--- config.mk ---
export PLATFORM = sky130hd
export DESIGN_NAME = poll_change_confirmation_tracker_unit
export DESIGN_NICKNAME = d
export VERILOG_FILES = /design/src/rtl/core/pcct_pkg.sv /design/src/rtl/core/pcct_front.sv /design/src/rtl/core/pcct_queue.sv /design/src/rtl/core/pcct_back.sv /design/src/rtl/core/poll_change_confirmation_tracker_unit.sv
export SDC_FILE = /design/constraint.sdc
export NUM_CORES = 1
export LEC_CHECK = 0
export BUFFER_PORTS_ARGS = -buffer_cell sky130_fd_sc_hd__buf_2
export CAP_MARGIN = 40
export CORE_UTILIZATION = 55
export CTS_BUF_LIST = sky130_fd_sc_hd__clkbuf_16
export DETAILED_ROUTE_END_ITERATION = 6
export PLACE_DENSITY = 0.75
export SYNTH_ARGS = -nofsm -noshare
export SYNTH_HDL_FRONTEND = slang
export SYNTH_SLANG_ARGS = --single-unit
--- constraint.sdc ---
create_clock -name i_clk -period 7.5 [get_ports i_clk]
set_input_delay 0.375 -clock i_clk [delete_from_list [all_inputs] [get_ports i_clk]]
set_output_delay 0.375 -clock i_clk [all_outputs]
set_load 0.1 [all_outputs]
--- src/rtl/core/pcct_pkg.sv ---
// pcct_pkg: shared types, constants and field layout of the poll change
// confirmation tracker. Used by every module of the block; no dependencies.
package pcct_pkg;

    localparam int MODE_BITS = 4;
    localparam int FREQ_BITS = 36;
    localparam int FUNC_BITS = 3;
    localparam int CNT_BITS  = 4;
    localparam int SEC_BITS  = 16;
    localparam int MS_BITS   = 26;

    // input word layout, lowest bit first
    localparam int IN_FREQ_LO  = 0;
    localparam int IN_TX_LO    = IN_FREQ_LO + FREQ_BITS;
    localparam int IN_MODE_LO  = IN_TX_LO + FREQ_BITS;
    localparam int IN_PTT      = IN_MODE_LO + MODE_BITS;
    localparam int IN_SPLIT    = IN_PTT + 1;
    localparam int IN_ONLINE   = IN_SPLIT + 1;
    localparam int IN_TRANS    = IN_ONLINE + 1;
    localparam int IN_USED     = IN_TRANS + 1;
    localparam int IN_DATA_BITS = ((IN_USED + 7) / 8) * 8;

    // output word layout, lowest bit first
    localparam int OUT_UPD      = 0;
    localparam int OUT_OFFL     = 1;
    localparam int OUT_TOL      = 2;
    localparam int OUT_EXTRA    = 3;
    localparam int OUT_FAST     = 4;
    localparam int OUT_MS_LO    = 5;
    localparam int OUT_USED     = OUT_MS_LO + MS_BITS;
    localparam int OUT_DATA_BITS = ((OUT_USED + 7) / 8) * 8;

    localparam logic [FUNC_BITS-1:0] FUNC_START     = 3'd0;
    localparam logic [FUNC_BITS-1:0] FUNC_STOP      = 3'd1;
    localparam logic [FUNC_BITS-1:0] FUNC_SET_FREQ  = 3'd2;
    localparam logic [FUNC_BITS-1:0] FUNC_SET_TX    = 3'd3;
    localparam logic [FUNC_BITS-1:0] FUNC_SET_MODE  = 3'd4;
    localparam logic [FUNC_BITS-1:0] FUNC_SET_PTT   = 3'd5;
    localparam logic [FUNC_BITS-1:0] FUNC_POLL_OK   = 3'd6;
    localparam logic [FUNC_BITS-1:0] FUNC_POLL_FAIL = 3'd7;

    localparam logic [1:0] REG_POLL_SECONDS = 2'd0;
    localparam logic [1:0] REG_SETTLE_POLLS = 2'd1;
    localparam logic [1:0] REG_GENERIC_TOL  = 2'd2;
    localparam logic [1:0] REG_TRANSIENT_TOL = 2'd3;

    localparam logic [SEC_BITS-1:0] POLL_SECONDS_RST = 16'd1;
    localparam logic [CNT_BITS-1:0] SETTLE_POLLS_RST = 4'd3;
    localparam logic [CNT_BITS-1:0] GENERIC_TOL_RST  = 4'd3;
    localparam logic [CNT_BITS-1:0] TRANSIENT_TOL_RST = 4'd8;

    localparam logic [9:0]         MS_PER_SEC = 10'd1000;
    localparam logic [MS_BITS-1:0] FAST_MIN_MS = 26'd250;

    typedef enum logic [7:0] {
        K_START     = 8'b0000_0001,
        K_STOP      = 8'b0000_0010,
        K_SET_FREQ  = 8'b0000_0100,
        K_SET_TX    = 8'b0000_1000,
        K_SET_MODE  = 8'b0001_0000,
        K_SET_PTT   = 8'b0010_0000,
        K_POLL_OK   = 8'b0100_0000,
        K_POLL_FAIL = 8'b1000_0000
    } t_kind;

    typedef struct packed {
        t_kind                kind;
        logic [FREQ_BITS-1:0] freq;
        logic [FREQ_BITS-1:0] tx_freq;
        logic [MODE_BITS-1:0] mode;
        logic                 ptt;
        logic                 split;
        logic                 online;
        logic                 transient;
    } t_item;

    typedef struct packed {
        logic [FREQ_BITS-1:0] freq;
        logic [FREQ_BITS-1:0] tx_freq;
        logic [MODE_BITS-1:0] mode;
        logic                 ptt;
        logic                 split;
        logic                 online;
    } t_view;

    typedef struct packed {
        logic [SEC_BITS-1:0] poll_seconds;
        logic [CNT_BITS-1:0] settle_polls;
        logic [CNT_BITS-1:0] generic_tol;
        logic [CNT_BITS-1:0] transient_tol;
    } t_cfg;

    typedef struct packed {
        logic                upd;
        logic                offl;
        logic                tol;
        logic                extra;
        logic                fast;
        logic [MS_BITS-1:0]  ms;
    } t_result;

endpackage

--- src/rtl/core/pcct_front.sv ---
// pcct_front: accepts input words, decodes the function code into an event
// kind and holds the unpacked item for the queue. Depends on pcct_pkg.
module pcct_front (
    input  logic                                i_clk,
    input  logic                                i_rst_n,
    input  logic                                s_axis_tvalid,
    output logic                                s_axis_tready,
    // freq, tx_freq, mode, ptt, split, online, transient
    input  logic [pcct_pkg::IN_DATA_BITS-1:0]   s_axis_tdata,
    // func
    input  logic [pcct_pkg::FUNC_BITS-1:0]      s_axis_tuser,
    output logic                                o_valid,
    input  logic                                i_ready,
    output pcct_pkg::t_item                     o_item
);

    logic            r_valid;
    pcct_pkg::t_item r_item;
    pcct_pkg::t_item n_item;

    assign s_axis_tready = !r_valid || i_ready;
    assign o_valid       = r_valid;
    assign o_item        = r_item;

    always_comb begin
        n_item.freq      = s_axis_tdata[pcct_pkg::IN_FREQ_LO +: pcct_pkg::FREQ_BITS];
        n_item.tx_freq   = s_axis_tdata[pcct_pkg::IN_TX_LO +: pcct_pkg::FREQ_BITS];
        n_item.mode      = s_axis_tdata[pcct_pkg::IN_MODE_LO +: pcct_pkg::MODE_BITS];
        n_item.ptt       = s_axis_tdata[pcct_pkg::IN_PTT];
        n_item.split     = s_axis_tdata[pcct_pkg::IN_SPLIT];
        n_item.online    = s_axis_tdata[pcct_pkg::IN_ONLINE];
        n_item.transient = s_axis_tdata[pcct_pkg::IN_TRANS];
        case (s_axis_tuser)
            pcct_pkg::FUNC_START:    n_item.kind = pcct_pkg::K_START;
            pcct_pkg::FUNC_STOP:     n_item.kind = pcct_pkg::K_STOP;
            pcct_pkg::FUNC_SET_FREQ: n_item.kind = pcct_pkg::K_SET_FREQ;
            pcct_pkg::FUNC_SET_TX:   n_item.kind = pcct_pkg::K_SET_TX;
            pcct_pkg::FUNC_SET_MODE: n_item.kind = pcct_pkg::K_SET_MODE;
            pcct_pkg::FUNC_SET_PTT:  n_item.kind = pcct_pkg::K_SET_PTT;
            pcct_pkg::FUNC_POLL_OK:  n_item.kind = pcct_pkg::K_POLL_OK;
            default:                 n_item.kind = pcct_pkg::K_POLL_FAIL;
        endcase
    end

    always_ff @(posedge i_clk) begin
        if (!i_rst_n) begin
            r_valid <= 1'b0;
        end else if (s_axis_tready) begin
            r_valid <= s_axis_tvalid;
        end
    end

    always_ff @(posedge i_clk) begin
        if (s_axis_tvalid && s_axis_tready) begin
            r_item <= n_item;
        end
    end

endmodule

--- src/rtl/core/pcct_queue.sv ---
// pcct_queue: two-entry queue of decoded items between front and back.
// Depends on pcct_pkg.
module pcct_queue (
    input  logic            i_clk,
    input  logic            i_rst_n,
    input  logic            i_push,
    output logic            o_ready,
    input  pcct_pkg::t_item i_item,
    output logic            o_valid,
    input  logic            i_pop,
    output pcct_pkg::t_item o_item
);

    pcct_pkg::t_item r_mem [2];
    logic            r_wr_ptr;
    logic            r_rd_ptr;
    logic [1:0]      r_count;
    logic            do_push;
    logic            do_pop;

    assign o_ready = (r_count != 2'd2);
    assign o_valid = (r_count != 2'd0);
    assign o_item  = r_mem[r_rd_ptr];
    assign do_push = i_push && o_ready;
    assign do_pop  = i_pop && o_valid;

    always_ff @(posedge i_clk) begin
        if (!i_rst_n) begin
            r_wr_ptr <= 1'b0;
            r_rd_ptr <= 1'b0;
            r_count  <= 2'd0;
        end else begin
            if (do_push) begin
                r_wr_ptr <= !r_wr_ptr;
            end
            if (do_pop) begin
                r_rd_ptr <= !r_rd_ptr;
            end
            case ({do_push, do_pop})
                2'b10:   r_count <= r_count + 2'd1;
                2'b01:   r_count <= r_count - 2'd1;
                default: r_count <= r_count;
            endcase
        end
    end

    always_ff @(posedge i_clk) begin
        if (do_push) begin
            r_mem[r_wr_ptr] <= i_item;
        end
    end

endmodule

--- src/rtl/core/pcct_back.sv ---
// pcct_back: expected/reported state, settle countdown, failure counting and
// poll interval; registers one result word. Depends on pcct_pkg.
module pcct_back (
    input  logic                               i_clk,
    input  logic                               i_rst_n,
    input  pcct_pkg::t_cfg                     i_cfg,
    input  logic                               i_valid,
    output logic                               o_pop,
    input  pcct_pkg::t_item                    i_item,
    output logic                               m_axis_tvalid,
    input  logic                               m_axis_tready,
    // update_signal, offline_report, failure_tolerated, extra_polls,
    // fast_mode, interval_ms
    output logic [pcct_pkg::OUT_DATA_BITS-1:0] m_axis_tdata
);

    pcct_pkg::t_view   r_want, n_want;
    pcct_pkg::t_view   r_told, n_told;
    logic [pcct_pkg::CNT_BITS-1:0] r_settle, n_settle;
    logic [pcct_pkg::CNT_BITS-1:0] r_fail, n_fail;
    logic              r_halted, n_halted;
    logic              r_fast, n_fast;
    logic              r_out_valid;
    pcct_pkg::t_result r_out, n_out;

    pcct_pkg::t_view   got;
    logic [pcct_pkg::CNT_BITS-1:0] settle_dec;
    logic [pcct_pkg::CNT_BITS-1:0] fail_inc;
    logic [pcct_pkg::CNT_BITS-1:0] limit;
    logic              fire;
    logic [pcct_pkg::SEC_BITS-1:0] secs;
    logic [pcct_pkg::MS_BITS-1:0]  base_ms;
    logic [pcct_pkg::MS_BITS-1:0]  quarter_ms;

    assign o_pop         = i_valid && (!r_out_valid || m_axis_tready);
    assign m_axis_tvalid = r_out_valid;

    always_comb begin
        m_axis_tdata = '0;
        m_axis_tdata[pcct_pkg::OUT_UPD]   = r_out.upd;
        m_axis_tdata[pcct_pkg::OUT_OFFL]  = r_out.offl;
        m_axis_tdata[pcct_pkg::OUT_TOL]   = r_out.tol;
        m_axis_tdata[pcct_pkg::OUT_EXTRA] = r_out.extra;
        m_axis_tdata[pcct_pkg::OUT_FAST]  = r_out.fast;
        m_axis_tdata[pcct_pkg::OUT_MS_LO +: pcct_pkg::MS_BITS] = r_out.ms;
    end

    assign got.freq    = i_item.freq;
    assign got.tx_freq = i_item.tx_freq;
    assign got.mode    = i_item.mode;
    assign got.ptt     = i_item.ptt;
    assign got.split   = i_item.split;
    assign got.online  = i_item.online;

    assign settle_dec = r_settle - pcct_pkg::CNT_BITS'(1);
    assign fail_inc   = r_fail + pcct_pkg::CNT_BITS'(1);
    assign limit      = i_item.transient ? i_cfg.transient_tol : i_cfg.generic_tol;

    // zero seconds runs as one
    assign secs       = (i_cfg.poll_seconds == '0) ? pcct_pkg::SEC_BITS'(1)
                                                   : i_cfg.poll_seconds;
    assign base_ms    = pcct_pkg::MS_BITS'(secs) * pcct_pkg::MS_BITS'(pcct_pkg::MS_PER_SEC);
    assign quarter_ms = base_ms >> 2;

    always_comb begin
        n_want   = r_want;
        n_told   = r_told;
        n_settle = r_settle;
        n_fail   = r_fail;
        n_halted = r_halted;
        n_fast   = r_fast;
        n_out    = '0;
        fire     = 1'b0;
        case (i_item.kind)
            pcct_pkg::K_START: begin
                n_halted = 1'b0;
                if (!r_want.online) begin
                    n_want.online = 1'b1;
                    n_settle      = i_cfg.settle_polls;
                end
            end
            pcct_pkg::K_STOP: begin
                n_halted = 1'b1;
            end
            pcct_pkg::K_SET_FREQ: begin
                if (r_want.freq != got.freq ||
                    (got.mode != '0 && r_want.mode != got.mode)) begin
                    n_want.freq = got.freq;
                    if (got.mode != '0) begin
                        n_want.mode = got.mode;
                    end
                    n_settle = i_cfg.settle_polls;
                end
            end
            pcct_pkg::K_SET_TX: begin
                if (r_want.tx_freq != got.tx_freq) begin
                    n_want.tx_freq = got.tx_freq;
                    n_want.split   = (got.tx_freq != '0);
                    n_settle       = i_cfg.settle_polls;
                end
            end
            pcct_pkg::K_SET_MODE: begin
                if (got.mode != '0 && r_want.mode != got.mode) begin
                    n_want.mode = got.mode;
                    n_settle    = i_cfg.settle_polls;
                end
            end
            pcct_pkg::K_SET_PTT: begin
                if (r_want.ptt != got.ptt) begin
                    n_want.ptt = got.ptt;
                    n_settle   = i_cfg.settle_polls;
                    if (!r_halted) begin
                        n_out.extra = 1'b1;
                        n_fast      = got.ptt;
                    end
                end
            end
            pcct_pkg::K_POLL_OK: begin
                if (!r_halted) begin
                    n_fail = '0;
                    if (r_settle != '0) begin
                        n_settle = settle_dec;
                        fire     = (got == r_want) || (settle_dec == '0);
                    end else begin
                        fire     = (got != r_told);
                    end
                    if (fire) begin
                        n_settle  = '0;
                        n_want    = got;
                        n_told    = got;
                        n_out.upd = 1'b1;
                    end
                end
            end
            default: begin
                if (!r_halted) begin
                    if (fail_inc < limit) begin
                        n_fail    = fail_inc;
                        n_out.tol = 1'b1;
                    end else begin
                        n_fail     = '0;
                        n_out.offl = 1'b1;
                    end
                end
            end
        endcase
        n_out.fast = n_fast;
        if (!n_fast) begin
            n_out.ms = base_ms;
        end else if (quarter_ms < pcct_pkg::FAST_MIN_MS) begin
            n_out.ms = pcct_pkg::FAST_MIN_MS;
        end else begin
            n_out.ms = quarter_ms;
        end
    end

    always_ff @(posedge i_clk) begin
        if (!i_rst_n) begin
            r_want      <= '0;
            r_told      <= '0;
            r_settle    <= '0;
            r_fail      <= '0;
            r_halted    <= 1'b1;
            r_fast      <= 1'b0;
            r_out_valid <= 1'b0;
        end else begin
            if (o_pop) begin
                r_want   <= n_want;
                r_told   <= n_told;
                r_settle <= n_settle;
                r_fail   <= n_fail;
                r_halted <= n_halted;
                r_fast   <= n_fast;
            end
            if (o_pop) begin
                r_out_valid <= 1'b1;
            end else if (m_axis_tready) begin
                r_out_valid <= 1'b0;
            end
        end
    end

    always_ff @(posedge i_clk) begin
        if (o_pop) begin
            r_out <= n_out;
        end
    end

endmodule

--- src/rtl/core/poll_change_confirmation_tracker_unit.sv ---
// poll_change_confirmation_tracker_unit: top level; APB register file,
// front decoder, item queue and state back end. Depends on pcct_pkg,
// pcct_front, pcct_queue, pcct_back.
// Path: the result word is registered through the front register, the queue and
// the result register. Throughput: one word per cycle while m_axis_tready is not held low.
// Reset: synchronous, clears state (halted, offline) and loads register defaults.
module poll_change_confirmation_tracker_unit (
    input  logic                               i_clk,
    input  logic                               i_rst_n,
    input  logic                               s_axis_tvalid,
    output logic                               s_axis_tready,
    // freq, tx_freq, mode, ptt, split, online, transient
    input  logic [pcct_pkg::IN_DATA_BITS-1:0]  s_axis_tdata,
    // func
    input  logic [pcct_pkg::FUNC_BITS-1:0]     s_axis_tuser,
    output logic                               m_axis_tvalid,
    input  logic                               m_axis_tready,
    // update_signal, offline_report, failure_tolerated, extra_polls,
    // fast_mode, interval_ms
    output logic [pcct_pkg::OUT_DATA_BITS-1:0] m_axis_tdata,
    input  logic                               psel,
    input  logic                               penable,
    input  logic                               pwrite,
    input  logic [3:0]                         paddr,
    input  logic [31:0]                        pwdata,
    output logic [31:0]                        prdata,
    output logic                               pready
);

    pcct_pkg::t_cfg  r_cfg;
    pcct_pkg::t_item front_item;
    pcct_pkg::t_item queue_item;
    logic            front_valid;
    logic            queue_ready;
    logic            queue_valid;
    logic            back_pop;
    logic            cfg_wr;

    assign pready = 1'b1;
    assign cfg_wr = psel && penable && pwrite;

    always_ff @(posedge i_clk) begin
        if (!i_rst_n) begin
            r_cfg.poll_seconds  <= pcct_pkg::POLL_SECONDS_RST;
            r_cfg.settle_polls  <= pcct_pkg::SETTLE_POLLS_RST;
            r_cfg.generic_tol   <= pcct_pkg::GENERIC_TOL_RST;
            r_cfg.transient_tol <= pcct_pkg::TRANSIENT_TOL_RST;
        end else if (cfg_wr) begin
            case (paddr[3:2])
                pcct_pkg::REG_POLL_SECONDS: r_cfg.poll_seconds  <= pwdata[15:0];
                pcct_pkg::REG_SETTLE_POLLS: r_cfg.settle_polls  <= pwdata[3:0];
                pcct_pkg::REG_GENERIC_TOL:  r_cfg.generic_tol   <= pwdata[3:0];
                default:                    r_cfg.transient_tol <= pwdata[3:0];
            endcase
        end
    end

    always_comb begin
        case (paddr[3:2])
            pcct_pkg::REG_POLL_SECONDS: prdata = {16'd0, r_cfg.poll_seconds};
            pcct_pkg::REG_SETTLE_POLLS: prdata = {28'd0, r_cfg.settle_polls};
            pcct_pkg::REG_GENERIC_TOL:  prdata = {28'd0, r_cfg.generic_tol};
            default:                    prdata = {28'd0, r_cfg.transient_tol};
        endcase
    end

    pcct_front u_front (
        .i_clk         (i_clk),
        .i_rst_n       (i_rst_n),
        .s_axis_tvalid (s_axis_tvalid),
        .s_axis_tready (s_axis_tready),
        .s_axis_tdata  (s_axis_tdata),
        .s_axis_tuser  (s_axis_tuser),
        .o_valid       (front_valid),
        .i_ready       (queue_ready),
        .o_item        (front_item)
    );

    pcct_queue u_queue (
        .i_clk   (i_clk),
        .i_rst_n (i_rst_n),
        .i_push  (front_valid),
        .o_ready (queue_ready),
        .i_item  (front_item),
        .o_valid (queue_valid),
        .i_pop   (back_pop),
        .o_item  (queue_item)
    );

    pcct_back u_back (
        .i_clk         (i_clk),
        .i_rst_n       (i_rst_n),
        .i_cfg         (r_cfg),
        .i_valid       (queue_valid),
        .o_pop         (back_pop),
        .i_item        (queue_item),
        .m_axis_tvalid (m_axis_tvalid),
        .m_axis_tready (m_axis_tready),
        .m_axis_tdata  (m_axis_tdata)
    );

endmodule

# After elaboration in Yosys (flattened, before gate mapping)

Memories as Yosys holds them, arrays and structs flattened. A register that Yosys moved wholly into a read port is not among the register bits.
Cells that the tools add are included.

Mux-type cells: 52
Reductions and logical operators: 51
Magnitude comparators: 2
Bitwise logic cells: 5
Multipliers: 1
$add $sub $neg: 4
Equality and inequality tests: 33

Operators with widths:

| kind                                                                   | count |
|---|---|
| 79-bit 2-to-1 mux                                                      | 2 |
| 36-bit one-hot mux with 2 select lines                                 | 2 |
| 79-bit equality test                                                   | 1 |
| 79-bit != test                                                         | 1 |
| 36-bit 2-to-1 mux                                                      | 2 |
| 36-bit != test                                                         | 2 |
| 4-bit 2-to-1 mux                                                       | 15 |
| 8-bit one-hot mux with 7 select lines                                  | 1 |
| 16-bit one-hot mux with 3 select lines                                 | 1 |
| 36-bit nonzero test                                                    | 1 |
| 26-bit 2-to-1 mux                                                      | 1 |
| 24-bit by 8-bit < comparator with 1-bit output (second input constant) | 1 |
| 24-bit 2-to-1 mux                                                      | 1 |
| 4-bit one-hot mux with 6 select lines                                  | 1 |
| 16-bit by 7-bit multiplier with 23-bit output (second input constant)  | 1 |
| 1-bit 2-to-1 mux                                                       | 18 |
| 16-bit zero test                                                       | 1 |
| 16-bit 2-to-1 mux                                                      | 1 |
| 2-bit nonzero test                                                     | 8 |
| 5-bit AND reduction                                                    | 3 |
| 2-bit by 1-bit != test with 1-bit output (second input constant)       | 6 |
| 4-bit one-hot mux with 3 select lines                                  | 1 |
| 2-bit AND reduction                                                    | 6 |
| 3-bit equality test (second input constant)                            | 3 |
| other kinds (41)                                                       | 68 |

Flip-flop bits (word level): 321
Output and inout bits: 67
Bits in writable memories: 176
Bits of input ports: 126
Memories kept: 1
Word-level logic and storage cells: 190

Memory list:

| name          | depth | width | rd ports | clocked after memory_dff | write ports | RTL line         | source |
|---|---|---|---|---|---|---|---|
| u_queue.r_mem | 2     | 88    | 1        | 1                        | 1           | pcct_queue.sv:14 | `pcct_pkg::t_item r_mem [2];` |

# Longest topological paths before layout

Depth in word-level cells: 9
Gate-level depth with buffers: 27
Gate-level depth less buffers: 25

# Hierarchy

Synthesis repeated with hierarchy kept, for this count alone.

Cell total of the unflattened synthesis: 2120
Area total of the unflattened synthesis: 24272.0 um2

Modules (own cells, without submodules):

| module                                | area each (um2) | times used | cells each | sequential area each (um2) |
|---|---|---|---|---|
| pcct_back                             | 13477.9         | 1          | 1562       | 4284.1 |
| pcct_queue                            | 6580.1          | 1          | 298        | 5385.2 |
| pcct_front                            | 2756.4          | 1          | 102        | 2662.6 |
| poll_change_confirmation_tracker_unit | 1457.6          | 1          | 158        | 560.5 |

# Worst setup path after synthesis

Ideal clock, no wire load.

Kind: register to register
Start: register r_cfg[24] in the netlist's numbering
End: register u_back.r_out, in the netlist u_back.m_axis_tdata[7] (data pin)
Library setup time: 0.255 ns
Stages on the path, launching flop included: 26
Arrival: 5.681 ns
Slack: 1.564 ns
Cell sequence: dfxtp_1 inv_1 ha_1 nand4_1 nor2_1 nand2_1 clkbuf_1 nand2_1 fa_1 fa_1 inv_1 fa_1 inv_1 fa_1 inv_1 ha_1 clkbuf_1 o21a_1 or2_2 o211a_1 nand3_1 nor3b_1 nand4_1 nor4b_1 nand4_1 and3_1

Word-level cells in the longest chain between the ends: 5

Ends and longest elaborated chain:

| item                                            | RTL line                                    | source |
|---|---|---|
| start: declaration                              | poll_change_confirmation_tracker_unit.sv:30 | `pcct_pkg::t_cfg r_cfg;` |
| 16-bit zero test                                | pcct_back.sv:60                             | `assign secs = (i_cfg.poll_seconds == '0) ? pcct_pkg::SEC_BITS'(1)` |
| 16-bit 2-to-1 mux *                             | pcct_back.sv:60                             |  |
| 16-bit by 7-bit multiplier with 23-bit output * | pcct_back.sv:62                             | `assign base_ms = pcct_pkg::MS_BITS'(secs) * pcct_pkg::MS_BITS'(pcct_pkg::MS_PER_SEC);` |
| 24-bit by 8-bit < comparator with 1-bit output  | pcct_back.sv:150                            | `end else if (quarter_ms < pcct_pkg::FAST_MIN_MS) begin` |
| 2-bit OR reduction (no line)                    | n/a                                         |  |
| end signal: assignment                          | pcct_back.sv:185                            | `r_out <= n_out;` |
| end: declaration                                | pcct_back.sv:24                             | `pcct_pkg::t_result r_out, n_out;` |

Every way passes the cells marked *; elsewhere a longest branch is shown, timed or not.
A chain may end at the register's enable or synchronous reset.

# Worst setup path after layout

Start: register r_cfg[20] in the netlist's numbering
End: register u_back.r_out, in the netlist u_back.m_axis_tdata[7] (data pin)

Same word-level chain as after synthesis.

==> impl_metrics.tcl <==
set metrics [dict create \
    status "completed" \
    antenna_found_initial 1 \
    worstReg2RegStart "r_cfg[20]" \
    cts_buffer_depth 3 \
    final_nets 2543 \
    dieArea_um2 44710 \
    grt_pass1_wl_um 85460 \
    ios 193 \
    core_um2 43170 \
    synthesis.instances 2079 \
    cts_setup_buffers 0 \
    rsz0062_at_grt "false" \
    layout_min_cycle_time_ns 6.938 \
    cp.buffers_inverters 4 \
    reg2reg_depth 23 \
    root_buffer "clkbuf_16" \
    die_y_um 211.5 \
    final.setup.tns_ns 0 \
    ys_types 82 \
    drt_iter0_markers 1418 \
    die_w_um 211.5 \
    ys.warnings.count 0 \
    rr_endpoint "u_back.m_axis_tdata[7]" \
    clock_latency_ns 0.61 \
    synth_ff_type "edfxtp_1" \
    path_cells "inv_1 > ha_1 > nand4_1 > nor2_1 > nand2_1 > nand2_1 > fa_1 > fa_1 > inv_1 > fa_1 > inv_1 > fa_1 > inv_1 > ha_1 > a21oi_1 > nor2_1 > a211o_1 > a21oi_1 > o21ai_0 > xnor2_1 > nor4b_1 > nand4_1 > and3_1" \
    wl_um 54040 \
    clk_pin_slew_ns 0.06 \
    dr.pass1.iters 5 \
    port_buffers 155 \
    ys_seq_area_frac 0.5343 \
    grt-ovfl-total 0 \
    fin_util 0.6446 \
    synth_seq_cells 497 \
    num_vias 16300 \
    timing_max_transition_violations_final 0 \
    grt_pass1_vias 16279 \
    cpPeakStageDelay_ns 0.53 \
    drc 0 \
    critPathKind "flip-flop to flip-flop" \
    async_reset_ff_frac 0 \
    drv_cap 0 \
    setup_viol 0 \
    track_usage 0.2447 \
    routed_via_density 5.569 \
    rrSetupSlack_ns 0.56 \
    synth_edf_count 294 \
    areaGrowthSynthToFinish_pct 15.32 \
    fmax_ghz 0.1441 \
    cts_sinks 497 \
    endpoint_kind "flip-flop" \
    slew_headroom 0.3789 \
    p_per_area_nw_per_um2 268.8 \
    drtAntennaViolNets 0 \
    timing.final.crit_share 0.9251 \
    hp-start "pwdata[5]" \
    numCtsBuffers 51 \
    hold_depth 3 \
    syn-mean-instance-area_um2 11.61 \
    tritoncts "done" \
    drive_gt1_frac 0.1307 \
    grt_max_degree 102 \
    hold_class "input pin to flip-flop" \
    hold_end "r_cfg[17]" \
    row_count 76 \
    path_max_fanout 14 \
    cts_resized 0 \
    path_delay_family "adder cells" \
    arrival_ns 7.30 \
    tightest_slew_ns 0.9317 \
    synth_area_um2 24130 \
    crit_path_start "r_cfg[20]" \
    worstPathRequired_ns 7.86 \
    routedWlPerCell_um 18.46 \
    hpwlAfterDp_um 37910 \
    cts_hold_buf 85 \
    start_kind "flip-flop" \
    start_util 0.5589 \
    place.gp.congestion 0.9346 \
    skew_ns 0.02979 \
    peakVddDrop_mv 0.2502 \
    slowest_stage "fa_1" \
    cts.htree.levels 2 \
    leakagePower_nw 10.19 \
    finalHoldViolations 0 \
]
[worst reg2reg max path: cells and delay by family, from the launching register on]
kind	cells	cell delay, ns
adders and majority gates	6	2.60
AOI/OAI and AO/OA	4	1.01
DFF	1	0.35
and+or+nand+nor	8	2.18
xor gates and xnor gates	1	0.27
buffers and inverters	4	0.30
[stage by stage]
stage / instance area [um2] / hold WS (ns) / total power (W) / setup slack (ns) / cells
5_1_grt: 27830 / 0.01897 / 0.007750 / 0.1801 / 2927
6_report: 27830 / 0.02152 / 0.007480 / 0.5617 / 2927
3_5_place_dp: 25330 / 0.4291 / 0.005044 / 0.6573 / 2744
2_1_floorplan: 24190 / 0.4215 / 0.004664 / 1.564 / 2096
4_1_cts: 27820 / 0.0007354 / 0.007517 / 0.6110 / 2925
3_3_place_gp: 25220 / 0.4223 / 0.005000 / 0.7249 / 2739
[synth_stat cells (12+ instances only)]
library cell / instances / area [um2]
nand4_1: 25 / 156.4
buf_4: 20 / 150.1
nand3_1: 93 / 465.5
nand2b_1: 80 / 500.5
mux2i_1: 154 / 1541
clkbuf_1: 53 / 198.9
a21oi_1: 48 / 240.2
buf_2: 12 / 60.06
nor2_1: 67 / 251.5
a21o_1: 15 / 112.6
xor2_1: 15 / 131.4
inv_1: 126 / 473.0
nand2_1: 188 / 705.7
xnor2_1: 154 / 1349
nor3_1: 40 / 200.2
ha_1: 67 / 838.3
mux2i_2: 16 / 220.2
dfxtp_1: 203 / 4064
nor4_1: 65 / 406.6
edfxtp_1: 294 / 8828
buf_6: 15 / 168.9
o21ai_0: 93 / 465.5
fa_1: 52 / 1041
[area by class of cell]
class	instances	area, um2
fill	3325	15340
sequential	497	12900
multi-input combinational	1361	10200
timing repair buffer	260	1883
clock buffer	54	1351
tap	585	732.0
inverter	127	476.7
clock inverter	42	284.0
antenna	1	2.502
[cell usage in the layout (no fill, tap or decap), types with 6 or more instances in the layout]
master           n
a21o_1          15
a21oi_1         48
a31oi_1          6
buf_2          154
buf_4           12
clkbuf_16       54
clkinv_1        15
clkinv_2         7
conb_1          19
dfxtp_1        202
dlygate4sd3_1   85
edfxtp_1       294
fa_1            52
ha_1            67
inv_1          135
mux2i_1        153
mux2i_2         17
nand2_1        188
nand2b_1        80
nand3_1         93
nand4_1         25
nor2_1          66
nor3_1          40
nor3b_1          8
nor4_1          65
o2111ai_1        7
o21a_1           6
o21ai_0         93
o21ai_1          7
or2_2            8
or3_1            9
or4_1            7
xnor2_1        154
xor2_1          15
[sequential cells by signal, indices dropped and copies added (netlist names), 4 cells and up, named ones only]
register	cells
u_back.r_told	79
u_queue.r_mem	176
u_back.m_axis_tdata	30
r_cfg	28
u_back.r_fail	4
u_back.r_settle	4
u_back.r_want	79
u_front.o_item	88
[worst max path at each step]
stage	to	cells after the start
detailed placement	u_back.m_axis_tdata[7]	23
global route	u_back.m_axis_tdata[7]	23
global placement	u_back.m_axis_tdata[7]	23
finish	u_back.m_axis_tdata[7]	23
CTS	u_back.m_axis_tdata[7]	23
floorplan	u_back.m_axis_tdata[7]	25
[report_power, final]
group	leakage, nW	internal, W	switching, W
clock	0.840	0.00138	0.00107
sequential	4.40	0.00315	0.0000799
combinational	4.96	0.000502	0.00130
[metal layers]
| metal | GRT usage | vias to the layer above | wire [um] |
|---|---|---|---|
| met1 | 0.3079 | 7904 | 23000 |
| li1 | - | 7827 | - |
| met4 | 0.09145 | 0 | 1818 |
| met2 | 0.4288 | 458 | 26800 |
| met5 | 0 | - | 0 |
| met3 | 0.03323 | 111 | 2416 |
[logic make-up after synthesis]
family | synth area share
flip-flops | 0.5343
AND/OR/NAND/NOR | 0.1312
AO/OA/AOI/OAI | 0.06679
XOR/XNOR | 0.06134
adder cells (fa/ha/maj) | 0.07788
multiplexers | 0.08141
other | 0.0003112
buffers and inverters | 0.04677
Note: power is estimated with default switching activity, not from simulation.
